--- src/apusv_pkg.sv ---
package apusv_pkg;

    localparam int TRIGGER_COUNT_BITS = 8;
    localparam int CLK_BITS = 22;
    localparam int NUM_BITS = CLK_BITS + 24;
    localparam int DEN_BITS = 40;
    localparam int REM_BITS = DEN_BITS + 1;
    localparam int QUO_BITS = NUM_BITS + 1;
    localparam int STEP_BITS = 6;

    localparam logic [0:0] CFG_CPU_CLOCK = 1'b0;
    localparam logic [0:0] CFG_SYNTH_CLOCK = 1'b1;
    localparam logic [CLK_BITS-1:0] CPU_CLOCK_RESET = 22'd1789773;
    localparam logic [CLK_BITS-1:0] SYNTH_CLOCK_RESET = 22'd985248;

    localparam logic [1:0] OWNER_NONE = 2'd0;
    localparam logic [1:0] OWNER_TRIANGLE = 2'd1;
    localparam logic [1:0] OWNER_NOISE = 2'd2;

    localparam logic [7:0] CTRL_NOISE = 8'h81;
    localparam logic [7:0] CTRL_TRIANGLE = 8'h11;
    localparam logic [7:0] CTRL_OFF = 8'h10;
    localparam logic [7:0] CTRL_PULSE = 8'h40;
    localparam logic [7:0] VOLUME_FULL = 8'hf0;
    localparam logic [7:0] MASTER_VOLUME = 8'h0f;

    typedef enum logic [2:0] {
        ST_IDLE,
        ST_LOAD,
        ST_DIVIDE,
        ST_STORE,
        ST_FINISH,
        ST_OUTPUT
    } state_t;

    typedef struct packed {
        logic       capture;
        logic       load;
        logic [1:0] voice;
        logic       step;
        logic       store;
        logic       finish;
    } cmd_t;

    typedef struct packed {
        logic div_done;
        logic silence;
    } status_t;

    function automatic logic [15:0] width_of(input logic [1:0] duty);
        logic [15:0] w;
        begin
            unique case (duty)
                2'd0: w = 16'h0200;
                2'd1: w = 16'h0400;
                2'd2: w = 16'h0800;
                default: w = 16'h0c00;
            endcase
            return w;
        end
    endfunction

    function automatic logic [11:0] noise_length(input logic [3:0] sel);
        logic [11:0] p;
        begin
            unique case (sel)
                4'd0: p = 12'd4;
                4'd1: p = 12'd8;
                4'd2: p = 12'd16;
                4'd3: p = 12'd32;
                4'd4: p = 12'd64;
                4'd5: p = 12'd96;
                4'd6: p = 12'd128;
                4'd7: p = 12'd160;
                4'd8: p = 12'd202;
                4'd9: p = 12'd254;
                4'd10: p = 12'd380;
                4'd11: p = 12'd508;
                4'd12: p = 12'd762;
                4'd13: p = 12'd1016;
                4'd14: p = 12'd2034;
                default: p = 12'd4068;
            endcase
            return p;
        end
    endfunction

endpackage

--- src/apusv_ctrl.sv ---
module apusv_ctrl (
    input  logic                clk,
    input  logic                rst_n,
    input  logic                in_valid,
    output logic                in_ready,
    output logic                out_valid,
    input  logic                out_ready,
    input  apusv_pkg::status_t  status,
    output apusv_pkg::cmd_t     cmd
);

    apusv_pkg::state_t state_reg, state_next;
    logic [1:0] voice_reg, voice_next;

    always_ff @(posedge clk or negedge rst_n)
    begin
        if (!rst_n)
        begin
            state_reg <= apusv_pkg::ST_IDLE;
            voice_reg <= 2'd0;
        end
        else
        begin
            state_reg <= state_next;
            voice_reg <= voice_next;
        end
    end

    always_comb
    begin
        state_next = state_reg;
        voice_next = voice_reg;
        cmd = '0;
        cmd.voice = voice_reg;
        in_ready = 1'b0;
        out_valid = 1'b0;
        unique case (state_reg)
            apusv_pkg::ST_IDLE:
            begin
                in_ready = 1'b1;
                if (in_valid)
                begin
                    cmd.capture = 1'b1;
                    voice_next = 2'd0;
                    state_next = apusv_pkg::ST_LOAD;
                end
            end
            apusv_pkg::ST_LOAD:
            begin
                if (status.silence)
                begin
                    cmd.finish = 1'b1;
                    state_next = apusv_pkg::ST_OUTPUT;
                end
                else
                begin
                    cmd.load = 1'b1;
                    state_next = apusv_pkg::ST_DIVIDE;
                end
            end
            apusv_pkg::ST_DIVIDE:
            begin
                cmd.step = 1'b1;
                if (status.div_done)
                    state_next = apusv_pkg::ST_STORE;
            end
            apusv_pkg::ST_STORE:
            begin
                cmd.store = 1'b1;
                if (voice_reg == 2'd2)
                    state_next = apusv_pkg::ST_FINISH;
                else
                begin
                    voice_next = voice_reg + 2'd1;
                    state_next = apusv_pkg::ST_LOAD;
                end
            end
            apusv_pkg::ST_FINISH:
            begin
                cmd.finish = 1'b1;
                state_next = apusv_pkg::ST_OUTPUT;
            end
            apusv_pkg::ST_OUTPUT:
            begin
                out_valid = 1'b1;
                if (out_ready)
                    state_next = apusv_pkg::ST_IDLE;
            end
            default:
                state_next = apusv_pkg::ST_IDLE;
        endcase
    end

    a_single_side: assert property (@(posedge clk) disable iff (!rst_n)
        !(in_ready && out_valid)) else $error("input and output both open");
    a_store_after_div: assert property (@(posedge clk) disable iff (!rst_n)
        cmd.store |-> $past(state_reg == apusv_pkg::ST_DIVIDE)) else $error("store without divide");
    a_voice_range: assert property (@(posedge clk) disable iff (!rst_n)
        voice_reg != 2'd3) else $error("voice out of range");

endmodule

--- src/apusv_dp.sv ---
module apusv_dp (
    input  logic                clk,
    input  logic                rst_n,
    input  apusv_pkg::cmd_t     cmd,
    output apusv_pkg::status_t  status,
    input  logic                cfg_valid,
    input  logic [0:0]          cfg_index,
    input  logic [21:0]         cfg_data,
    input  logic                mode,
    input  logic [7:0]          pulse1_control,
    input  logic [10:0]         pulse1_timer,
    input  logic [7:0]          pulse2_control,
    input  logic [10:0]         pulse2_timer,
    input  logic [10:0]         triangle_period,
    input  logic [7:0]          noise_control,
    input  logic [7:0]          noise_select,
    input  logic [3:0]          channel_enable,
    input  logic [3:0]          length_nonzero,
    input  logic [31:0]         trigger_counts,
    output logic                changed,
    output logic [2:0]          retrigger_mask,
    output logic [55:0]         voice1_regs,
    output logic [55:0]         voice2_regs,
    output logic [55:0]         voice3_regs,
    output logic [31:0]         global_regs
);

    localparam int TB = apusv_pkg::TRIGGER_COUNT_BITS;

    logic [21:0] cpu_reg, synth_reg;
    logic        mode_reg;
    logic [7:0]  p1c_reg, p2c_reg, nc_reg, np_reg;
    logic [10:0] p1t_reg, p2t_reg, tt_reg;
    logic [3:0]  en_reg, len_reg;
    logic [31:0] trig_reg;

    logic [55:0] prior_v1_reg, prior_v2_reg, prior_v3_reg;
    logic        prior_master_reg;
    logic [1:0]  prior_owner_reg;
    logic [TB-1:0] seen_reg [4];

    logic [15:0] w1_reg, w2_reg, w3_reg;
    logic        changed_reg;
    logic [2:0]  retrig_reg;
    logic [55:0] v1_reg, v2_reg, v3_reg;
    logic [31:0] g_reg;

    logic [apusv_pkg::REM_BITS-1:0] rem_reg;
    logic [apusv_pkg::QUO_BITS-1:0] num_reg;
    logic [apusv_pkg::DEN_BITS-1:0] den_reg;
    logic [apusv_pkg::STEP_BITS-1:0] cnt_reg;
    logic        zero_reg;

    // Noise takes voice 3 ahead of the triangle.
    logic p1_on, p2_on, tri_on, noise_on;
    logic [1:0] owner;
    assign p1_on = en_reg[0] && len_reg[0] && (p1t_reg >= 11'd8) && (p1c_reg[3:0] != 4'd0);
    assign p2_on = en_reg[1] && len_reg[1] && (p2t_reg >= 11'd8) && (p2c_reg[3:0] != 4'd0);
    assign tri_on = en_reg[2] && len_reg[2] && (tt_reg >= 11'd2);
    assign noise_on = en_reg[3] && len_reg[3] && (nc_reg[3:0] != 4'd0);
    assign owner = noise_on ? apusv_pkg::OWNER_NOISE :
                   (tri_on ? apusv_pkg::OWNER_TRIANGLE : apusv_pkg::OWNER_NONE);

    // Divisor = factor * synth clock, factor from the voice.
    logic [17:0] factor;
    logic [apusv_pkg::DEN_BITS-1:0] den_load;
    always_comb
    begin
        unique case (cmd.voice)
            2'd0: factor = {2'd0, {1'b0, p1t_reg} + 12'd1, 4'd0};
            2'd1: factor = {2'd0, {1'b0, p2t_reg} + 12'd1, 4'd0};
            default:
                if (owner == apusv_pkg::OWNER_NOISE)
                    factor = {5'd0, apusv_pkg::noise_length(np_reg[3:0]), 1'b0};
                else
                    factor = {1'b0, {1'b0, tt_reg} + 12'd1, 5'd0};
        endcase
        den_load = apusv_pkg::DEN_BITS'({22'd0, factor} * {18'd0, synth_reg});
    end

    // Restoring divider on num + den/2, one quotient bit per cycle.
    logic [apusv_pkg::REM_BITS-1:0] rem_shift;
    logic [apusv_pkg::REM_BITS-1:0] rem_sub;
    logic fits;
    assign rem_shift = {rem_reg[apusv_pkg::REM_BITS-2:0], num_reg[apusv_pkg::QUO_BITS-1]};
    assign fits = rem_shift >= {1'b0, den_reg};
    assign rem_sub = rem_shift - {1'b0, den_reg};
    assign status.div_done = (cnt_reg == apusv_pkg::STEP_BITS'(apusv_pkg::QUO_BITS - 1));
    assign status.silence = mode_reg;

    logic [15:0] wq;
    assign wq = zero_reg ? 16'd0 :
        ((num_reg[apusv_pkg::QUO_BITS-1:16] != '0) ? 16'hffff : num_reg[15:0]);

    logic [TB-1:0] tv [4];
    always_comb
    begin
        for (int i = 0; i < 4; i++)
            tv[i] = TB'(trig_reg >> (i * TB));
    end

    always_ff @(posedge clk or negedge rst_n)
    begin
        if (!rst_n)
        begin
            cpu_reg <= apusv_pkg::CPU_CLOCK_RESET;
            synth_reg <= apusv_pkg::SYNTH_CLOCK_RESET;
            prior_v1_reg <= '0;
            prior_v2_reg <= '0;
            prior_v3_reg <= '0;
            prior_master_reg <= 1'b0;
            prior_owner_reg <= apusv_pkg::OWNER_NONE;
            for (int i = 0; i < 4; i++)
                seen_reg[i] <= '0;
            cnt_reg <= '0;
            changed_reg <= 1'b0;
            retrig_reg <= 3'd0;
            v1_reg <= '0;
            v2_reg <= '0;
            v3_reg <= '0;
            g_reg <= '0;
        end
        else
        begin
            if (cfg_valid)
            begin
                unique case (cfg_index)
                    apusv_pkg::CFG_CPU_CLOCK: cpu_reg <= cfg_data;
                    default: synth_reg <= cfg_data;
                endcase
            end
            if (cmd.load)
                cnt_reg <= '0;
            else if (cmd.step)
                cnt_reg <= cnt_reg + apusv_pkg::STEP_BITS'(1);
            if (cmd.finish)
            begin
                if (mode_reg)
                begin
                    prior_v1_reg <= '0;
                    prior_v2_reg <= '0;
                    prior_v3_reg <= '0;
                    prior_master_reg <= 1'b0;
                    prior_owner_reg <= apusv_pkg::OWNER_NONE;
                    changed_reg <= 1'b0;
                    retrig_reg <= 3'd0;
                    v1_reg <= '0;
                    v2_reg <= '0;
                    v3_reg <= '0;
                    g_reg <= '0;
                end
                else
                begin : render
                    logic [55:0] n1, n2, n3;
                    logic [2:0] rt;
                    n1 = {8'(p1c_reg[3:0]) << 4, 8'd0, apusv_pkg::CTRL_PULSE | {7'd0, p1_on},
                          apusv_pkg::width_of(p1c_reg[7:6]), w1_reg};
                    n2 = {8'(p2c_reg[3:0]) << 4, 8'd0, apusv_pkg::CTRL_PULSE | {7'd0, p2_on},
                          apusv_pkg::width_of(p2c_reg[7:6]), w2_reg};
                    rt = 3'd0;
                    rt[0] = p1_on && ((tv[0] != seen_reg[0]) || !prior_v1_reg[32]);
                    rt[1] = p2_on && ((tv[1] != seen_reg[1]) || !prior_v2_reg[32]);
                    unique case (owner)
                        apusv_pkg::OWNER_NOISE:
                        begin
                            n3 = {8'(nc_reg[3:0]) << 4, 8'd0, apusv_pkg::CTRL_NOISE,
                                  16'd0, w3_reg};
                            rt[2] = (tv[3] != seen_reg[3]) ||
                                    (prior_owner_reg != apusv_pkg::OWNER_NOISE) ||
                                    !prior_v3_reg[32];
                        end
                        apusv_pkg::OWNER_TRIANGLE:
                        begin
                            n3 = {apusv_pkg::VOLUME_FULL, 8'd0, apusv_pkg::CTRL_TRIANGLE,
                                  16'd0, w3_reg};
                            rt[2] = (tv[2] != seen_reg[2]) ||
                                    (prior_owner_reg != apusv_pkg::OWNER_TRIANGLE) ||
                                    !prior_v3_reg[32];
                        end
                        default:
                            n3 = {16'd0, apusv_pkg::CTRL_OFF, 32'd0};
                    endcase
                    // The global bytes only differ from the previous image after reset
                    // or silence, when the master volume byte was still clear.
                    changed_reg <= (rt != 3'd0) || (n1 != prior_v1_reg) ||
                                   (n2 != prior_v2_reg) || (n3 != prior_v3_reg) ||
                                   !prior_master_reg;
                    retrig_reg <= rt;
                    v1_reg <= n1;
                    v2_reg <= n2;
                    v3_reg <= n3;
                    g_reg <= {apusv_pkg::MASTER_VOLUME, 24'd0};
                    prior_v1_reg <= n1;
                    prior_v2_reg <= n2;
                    prior_v3_reg <= n3;
                    prior_master_reg <= 1'b1;
                    prior_owner_reg <= owner;
                    for (int i = 0; i < 4; i++)
                        seen_reg[i] <= tv[i];
                end
            end
        end
    end

    always_ff @(posedge clk)
    begin
        if (cmd.capture)
        begin
            mode_reg <= mode;
            p1c_reg <= pulse1_control;
            p1t_reg <= pulse1_timer;
            p2c_reg <= pulse2_control;
            p2t_reg <= pulse2_timer;
            tt_reg <= triangle_period;
            nc_reg <= noise_control;
            np_reg <= noise_select;
            en_reg <= channel_enable;
            len_reg <= length_nonzero;
            trig_reg <= trigger_counts;
        end
        if (cmd.load)
        begin
            den_reg <= den_load;
            zero_reg <= (den_load == '0);
            num_reg <= apusv_pkg::QUO_BITS'({cpu_reg, 24'd0}) +
                       apusv_pkg::QUO_BITS'(den_load >> 1);
            rem_reg <= '0;
        end
        else if (cmd.step)
        begin
            rem_reg <= fits ? rem_sub : rem_shift;
            num_reg <= {num_reg[apusv_pkg::QUO_BITS-2:0], fits};
        end
        if (cmd.store)
        begin
            unique case (cmd.voice)
                2'd0: w1_reg <= wq;
                2'd1: w2_reg <= wq;
                default: w3_reg <= wq;
            endcase
        end
    end

    assign changed = changed_reg;
    assign retrigger_mask = retrig_reg;
    assign voice1_regs = v1_reg;
    assign voice2_regs = v2_reg;
    assign voice3_regs = v3_reg;
    assign global_regs = g_reg;

    a_div_len: assert property (@(posedge clk) disable iff (!rst_n)
        cmd.store |-> $past(status.div_done)) else $error("store before divide ends");
    a_gate_master: assert property (@(posedge clk) disable iff (!rst_n)
        $past(cmd.finish) && !mode_reg |-> g_reg == {apusv_pkg::MASTER_VOLUME, 24'd0})
        else $error("master volume wrong");
    a_silence: assert property (@(posedge clk) disable iff (!rst_n)
        $past(cmd.finish) && mode_reg |-> !changed_reg && retrig_reg == 3'd0)
        else $error("silence not quiet");

endmodule

--- src/apu_state_to_voice_registers.sv ---
// One snapshot transfer yields one register image transfer. A render runs
// three frequency words, each a 47-step restoring division on the shared
// serial divider plus a load and a store state, then the finish state builds
// the image, the output state offers it and the block returns to idle;
// silence mode skips the divisions and the finish state. Configuration
// writes are taken in any cycle, but belong between transfers so that a
// render never sees a clock change half way.
module apu_state_to_voice_registers (
    input  logic        clk,
    input  logic        rst_n,
    input  logic        cfg_valid,
    output logic        cfg_ready,
    input  logic [0:0]  cfg_index,
    input  logic [21:0] cfg_data,
    input  logic        in_valid,
    output logic        in_ready,
    input  logic        mode,
    input  logic [7:0]  pulse1_control,
    input  logic [10:0] pulse1_timer,
    input  logic [7:0]  pulse2_control,
    input  logic [10:0] pulse2_timer,
    input  logic [10:0] triangle_period,
    input  logic [7:0]  noise_control,
    input  logic [7:0]  noise_select,
    input  logic [3:0]  channel_enable,
    input  logic [3:0]  length_nonzero,
    input  logic [31:0] trigger_counts,
    output logic        out_valid,
    input  logic        out_ready,
    output logic        changed,
    output logic [2:0]  retrigger_mask,
    output logic [55:0] voice1_regs,
    output logic [55:0] voice2_regs,
    output logic [55:0] voice3_regs,
    output logic [31:0] global_regs
);

    apusv_pkg::cmd_t    cmd;
    apusv_pkg::status_t status;

    assign cfg_ready = 1'b1;

    apusv_ctrl u_ctrl (
        .clk       (clk),
        .rst_n     (rst_n),
        .in_valid  (in_valid),
        .in_ready  (in_ready),
        .out_valid (out_valid),
        .out_ready (out_ready),
        .status    (status),
        .cmd       (cmd)
    );

    apusv_dp u_dp (
        .clk              (clk),
        .rst_n            (rst_n),
        .cmd              (cmd),
        .status           (status),
        .cfg_valid        (cfg_valid),
        .cfg_index        (cfg_index),
        .cfg_data         (cfg_data),
        .mode             (mode),
        .pulse1_control   (pulse1_control),
        .pulse1_timer     (pulse1_timer),
        .pulse2_control   (pulse2_control),
        .pulse2_timer     (pulse2_timer),
        .triangle_period  (triangle_period),
        .noise_control    (noise_control),
        .noise_select     (noise_select),
        .channel_enable   (channel_enable),
        .length_nonzero   (length_nonzero),
        .trigger_counts   (trigger_counts),
        .changed          (changed),
        .retrigger_mask   (retrigger_mask),
        .voice1_regs      (voice1_regs),
        .voice2_regs      (voice2_regs),
        .voice3_regs      (voice3_regs),
        .global_regs      (global_regs)
    );

endmodule

--- config.mk ---
export PLATFORM = sky130hd
export DESIGN_NAME = apu_state_to_voice_registers
export DESIGN_NICKNAME = d
export VERILOG_FILES = /design/src/apusv_pkg.sv /design/src/apusv_ctrl.sv /design/src/apusv_dp.sv /design/src/apu_state_to_voice_registers.sv
export SDC_FILE = /design/constraint.sdc
export NUM_CORES = 2
export LEC_CHECK = 0
export BUFFER_PORTS_ARGS = -buffer_cell sky130_fd_sc_hd__buf_4
export CORE_MARGIN = 2
export CORE_UTILIZATION = 40
export DETAILED_ROUTE_END_ITERATION = 6
export PLACE_DENSITY = 0.56
export SYNTH_ARGS = -nofsm -noshare
export SYNTH_HDL_FRONTEND = slang
export SYNTH_SLANG_ARGS = --single-unit
export TNS_END_PERCENT = 100
--- constraint.sdc ---
create_clock -name clk -period 11.3 [get_ports clk]
set_input_delay 2.26 -clock clk [delete_from_list [all_inputs] [get_ports clk]]
set_output_delay 2.26 -clock clk [all_outputs]
set_load 0.02 [all_outputs]
======== Word-level counts from Yosys, hierarchy flattened ========
Memory sizes are Yosys's and may differ from the RTL's. A register that Yosys moved wholly into a read port is not among the register bits.
Index checks and enable logic that the tools add are counted.
operators by class
  add/sub/neg operators ................... 7
  multiply operators ...................... 1
  $lt $le $gt $ge ......................... 4
  eq/ne operators ......................... 27
  muxes and demuxes ....................... 50
  bitwise operators ....................... 3
  reduce and logical (&&, ||, !) cells .... 47
operator list
  kind                                                  count
  two-way mux 56 bit                                    5
  inequality test 56 bit                                3
  case mux 56 bit (2 select lines)                      1
  two-way mux 16 bit                                    6
  two-way mux 47 bit                                    2
  case mux 12 bit (3 select lines)                      2
  adder 46 x 39 -> 47 bit                               1
  >= comparator 41 x 40 -> 1 bit                        1
  logical NOT 40 bit                                    1
  two-way mux 40 bit                                    1
  subtractor 40 bit                                     1
  multiplier 17 x 22 -> 39 bit                          1
  adder 11 x 1 -> 12 bit, second input constant         3
  case mux 17 bit (2 select lines)                      1
  inequality test 8 bit                                 4
  nonzero test 31 bit                                   1
  two-way mux 28 bit                                    1
  >= comparator 11 x 4 -> 1 bit, second input constant  2
  two-way mux 3 bit                                     6
  case mux 3 bit (6 select lines)                       1
  two-way mux 17 bit                                    1
  two-way mux 1 bit                                     13
  logical AND 1 bit                                     12
  two-way mux 6 bit                                     2
  other kinds (26)                                      67
word-level totals
  flip-flop bits (word level) ............. 568
  ROM bits ................................ 176
  input port bits ......................... 134
  output and inout port bits .............. 207
  logic and storage cells ................. 175
  memories kept ........................... 1
memory list
  name              words  width  rd ports  clocked after Yosys merged registers in  write ports  RTL line         source
  (name not given)  16     11     1         1                                        0            apusv_pkg.sv:66  unique case (sel)

======== Depth between registers and ports, before layout ========
  depth in word-level cells ............... 14
  mapped depth ............................ 45
  mapped depth without buffers ............ 43

======== Modules after synthesis ========
A second synthesis with hierarchy kept.
second synthesis, totals
  cells, all modules ...................... 3552
  area, all modules ....................... 34505.6 µm²
by module, submodules not included
  module                        instances  cells each  area each (µm²)  seq. area each (µm²)
  apusv_dp                      1          3511        34142.7          11896.4
  apusv_ctrl                    1          39          351.6            125.1
  apu_state_to_voice_registers  1          2           11.3             0.0

======== Worst setup path after synthesis ========
No wires, ideal clock.
  path kind ............................... flip-flop to flip-flop
  start point ............................. register u_ctrl.voice_reg[1]
  end point ............................... register u_dp.num_reg[44] in the netlist's numbering (data pin)
  setup time .............................. 268 ps
  data arrival time ....................... 9991 ps
  data required time ...................... 11032 ps
  slack ................................... 1041 ps
  cell stages (with the launch flop) ...... 39
  buffers on the path ..................... 2
  clock period less this slack ............ 10259 ps
  cell sequence ........................... dfrtp_1 inv_1 ha_1 buf_1 mux2_2 nand3_1 or3_1 or4b_2 o22ai_1 clkbuf_1 nand2_1 fa_1 fa_1 inv_1 fa_1 fa_1 fa_1 inv_1 (+3 left out) and3_1 a221o_1 a211oi_2 nand2_1 a31oi_1 o21ai_0 xor2_1 ha_1 inv_1 o21bai_1 a2111oi_0 or4_1 nand3_1 nor4_1 o41a_1 nor2_1 xnor2_1 o21ai_0
on the way
  cells in the longest elaborated chain, start to end .. 5
  elaborated cells between the ends (all ways) .. 6
  classes of those cells .................. add/sub: 1; mul: 1; eq/ne: 1; mux: 2; reduce/logical: 1
ends and longest elaborated chain
  item                                                         RTL line          source
  start, declared                                              apusv_ctrl.sv:13  logic [1:0] voice_reg, voice_next;
  start signal, assigned                                       apusv_ctrl.sv:25  voice_reg <= voice_next;
  == test 2 x 1 -> 1 bit or logical NOT 2 bit (tied branches)  apusv_dp.sv:69    unique case (cmd.voice)
  case mux 17 bit (2 select lines) *                           apusv_dp.sv:69
  multiplier 17 x 22 -> 39 bit *                               apusv_dp.sv:78    den_load = apusv_pkg::DEN_BITS'({22'd0, factor} * {18'd0, synth_reg});
  named net u_dp.den_load, one bit                             apusv_dp.sv:66    logic [apusv_pkg::DEN_BITS-1:0] den_load;
  adder 46 x 39 -> 47 bit *                                    apusv_dp.sv:225   num_reg <= apusv_pkg::QUO_BITS'({cpu_reg, 24'd0}) +
  two-way mux 47 bit *                                         apusv_dp.sv:221   if (cmd.load)
  end signal, assigned                                         apusv_dp.sv:225
  end signal, assigned                                         apusv_dp.sv:232   num_reg <= {num_reg[apusv_pkg::QUO_BITS-2:0], fits};
  end, declared                                                apusv_dp.sv:49    logic [apusv_pkg::QUO_BITS-1:0] num_reg;
Mark *: on every way through the listed nets, which the timed path passes. The rest lies on a longest branch.
A chain may end at the register's enable or synchronous reset.

======== Final worst setup path ========
  start point ............................. register u_ctrl.voice_reg[1]
  end point ............................... register u_dp.num_reg[40] in the netlist's numbering (data pin)
Same word-level chain as after synthesis.

==> key figures <==
Critical path
  • Most used cell, CP: fa_1
  • CP Launch Type: flop
  • Critical path class: reg -> reg
  • CP arrival: 11,130 ps
  • Worst Setup End Kind: flop
  • Required time of the critical path: approximately 12,000 ps
  • Top delay family on crit path: adder cells
  • Slowest stage delay, CP: around 650 ps
  • Buffers and inverters on the worst path: 6
  • Crit path max-delay cell type: or4b_2
  • CP max FO: 19

STA
  • Final period util: about 96%
  • Fmax: about 90 MHz
  • Setup TNS: 0 ps
  • Final setup skew: 22.8 ps
  • Hold Fails Final Rpt: 0
  • Slew headroom: 21.1%
  • Final hold slack: slightly below 500 ps
  • Worst slew pin tran: 1180 ps
  • Min Clock Period, post-route: between 10,000 and 15,000 ps
  • Endpoints failing setup: 0
  • Slew Viols, Final: 0

Cells and area
  • Most frequent cells in the layout: nand2_1, inv_1, fa_1
  • Multi-input logic area: around 0.018 mm^2
  • Final net count: about 4,000
  • Register area: 0.0120 mm^2
  • P&R area growth vs syn: 12.8%
  • Commonest non-fill, non-tap cell in the layout: nand2_1
  • Fillers: between 7,000 and 8,000
  • Largest register FFs: between 40 and 50
  • Share of post-route cells with drive strength above 1: a little over an eighth
  • Final Util: between 40% and 50%
  • Fin area: roughly 0.037 mm^2

GRT
  • All-Layer GR Usage: between 15 and 20%
  • Grt ovf: 0
  • First-pass GRT wire length: around 130 mm
  • Largest net degree at the start of global routing: 79
  • Vias in the first global route: around 23,000
  • Initial antenna violation count: 4

Detailed routing
  • DR iter-0 viols: approximately 1,300
  • Post-DRT Antenna Nets: 0
  • DR vias/cell: approximately 5
  • Final wirelength: approximately 80 mm
  • 1st-pass router iterations: 5
  • Total number of vias: 22,518
  • DR WL/cell: approximately 18 um
  • DRC Markers: 0

Clocking
  • Clock Sinks: approximately 440
  • Clock latency on the worst-skew pair: 610 ps
  • # Post-CTS Setup Buffers: 0
  • PostCTS Resize Cnt: 0
  • Clk slew on worst S/H paths: around 60 ps
  • TritonCTS clock tree: done
  • Maximum root-to-sink buffer count: 3
  • Post-CTS Hold Buffers: 0
  • CTS root buf: clkbuf_16
  • # H-tree levels: 2
  • Num CTS Buffers: around 50

Yosys
  • Post-synthesis register bit count: approximately 440
  • Synth Flop Type: edfxtp_1
  • Yosys cell types: 70
  • Mapped Cells: approximately 3,200
  • Synthesized cell area: between 0.03 and 0.04 mm^2
  • Post-Synth Simple-Gate Area: ~14%
  • Fraction of the mapped netlist area in adder cells: between 20% and 30%
  • Main combinational cell family by area after synthesis: adder cells
  • Syn_area_per_cell: between 10 and 15 um^2
  • Async set-reset flop share out of synthesis: between 30% and 40%
  • Mux cell area share after synthesis: under 10%
  • Synth Area in Compound Gates: just under 9%
  • Area contributors post-synth: edfxtp_1, fa_1, dfrtp_1, ha_1, nand2_1
  • Share of the synthesized area in the top cell type: a little over a fifth
  • Post-synthesis sequential area ratio: between 30% and 40%
  • Post-synth EDFFs: roughly 230
  • Post-Synth XOR/XNOR Area: 4.96%
  • Yosys warns: 0
  • Synth area leader: edfxtp_1

Place
  • I/O Buffers: slightly above 200
  • DPL Wire Length: around 60 mm
  • Gpl congestion: roughly 0.83
  • Placed Instance Area: 0.0348 mm^2

Outcome
  • Status: finished clean

Die
  • # rows: roughly 100
  • Die footprint: 0.0835 mm^2
  • DIE WIDTH: between 200 and 300 um
  • Core ar.: a little over 0.08 mm^2
  • I/O pin cnt: approximately 340
  • Initial cell density of the core: between 40 and 50%
  • Die H: between 200 and 300 um

Worst hold path
  • Hold Crit Class: reg -> reg

Run
  • MaxCap Viol Count: 0
logic make-up (layout without fill, tap and decap cells):
group	after synthesis	count (layout)
AND/OR/NAND/NOR	950	950
buffers and inverters	611	698
AO/OA/AOI/OAI	465	465
flip-flops	443	443
adder cells (fa/ha/maj)	440	440
XOR/XNOR	184	184
multiplexers	121	121
other	2	125
cells in the mapped netlist (all sizes together), types with 105 or more instances:
library cell  number
nor2             107
ha               180
o21ai            178
fa               260
and2             116
nand2            471
buf              137
xnor2            105
edfxtp           227
dfrtp            145
inv              354
a21oi            112
clkbuf           119
per-layer routing:
metal	wire length, um	part of all wire [%]	GRT usage, %	vias up
li1	-	-	-	10776
met1	35400	44	25.7	11213
met2	39800	50	34.1	442
met3	3190	4.0	2.03	87
met4	1620	2.0	4.54	0
met5	0	0	0	-
path summary, 6_finish.rpt:
kind,slack [ps],depth (start not counted),startpoint,to
min in group asynchronous,1580,1,rst_n,u_dp.seen_reg[26]
max,500,36,u_ctrl.voice_reg[1],u_dp.num_reg[40]
min,480,2,u_dp.rem_reg[1],u_dp.rem_reg[1]
max in group asynchronous,8460,2,rst_n,u_dp.cnt_reg[1]
max reg2reg,500,36,u_ctrl.voice_reg[1],u_dp.num_reg[40]
min reg2reg,480,2,u_dp.rem_reg[1],u_dp.rem_reg[1]
worst min-delay path, delay by kind of cell, from the launching register on:
kind | cells | cell delay (ps)
AND/OR/NAND/NOR | 1 | 60
AO/OA/AOI/OAI | 1 | 50
flip-flops | 1 | 320
final cells by class:
type / count / share of cell area (%)
Antenna cell: 1 / 0.00683
Clock buffer: 59 / 3.48
Clock inverter: 33 / 1.45
Inverter: 355 / 3.64
Multi-Input combinational cell: 2284 / 49.9
Sequential cell: 443 / 32.7
Tap cell: 1060 / 3.62
Timing Repair Buffer: 251 / 5.16
stage by stage:
step	std cells	setup slack, ps
2_1_floorplan	3338	1040
3_3_place_gp	4393	211
3_5_place_dp	4393	195
4_1_cts	4485	143
5_1_grt	4485	-4.52
6_report	4486	503
Power is not shown: default switching activity piles up to over one toggle a cycle in this logic, so the estimate is an artifact.
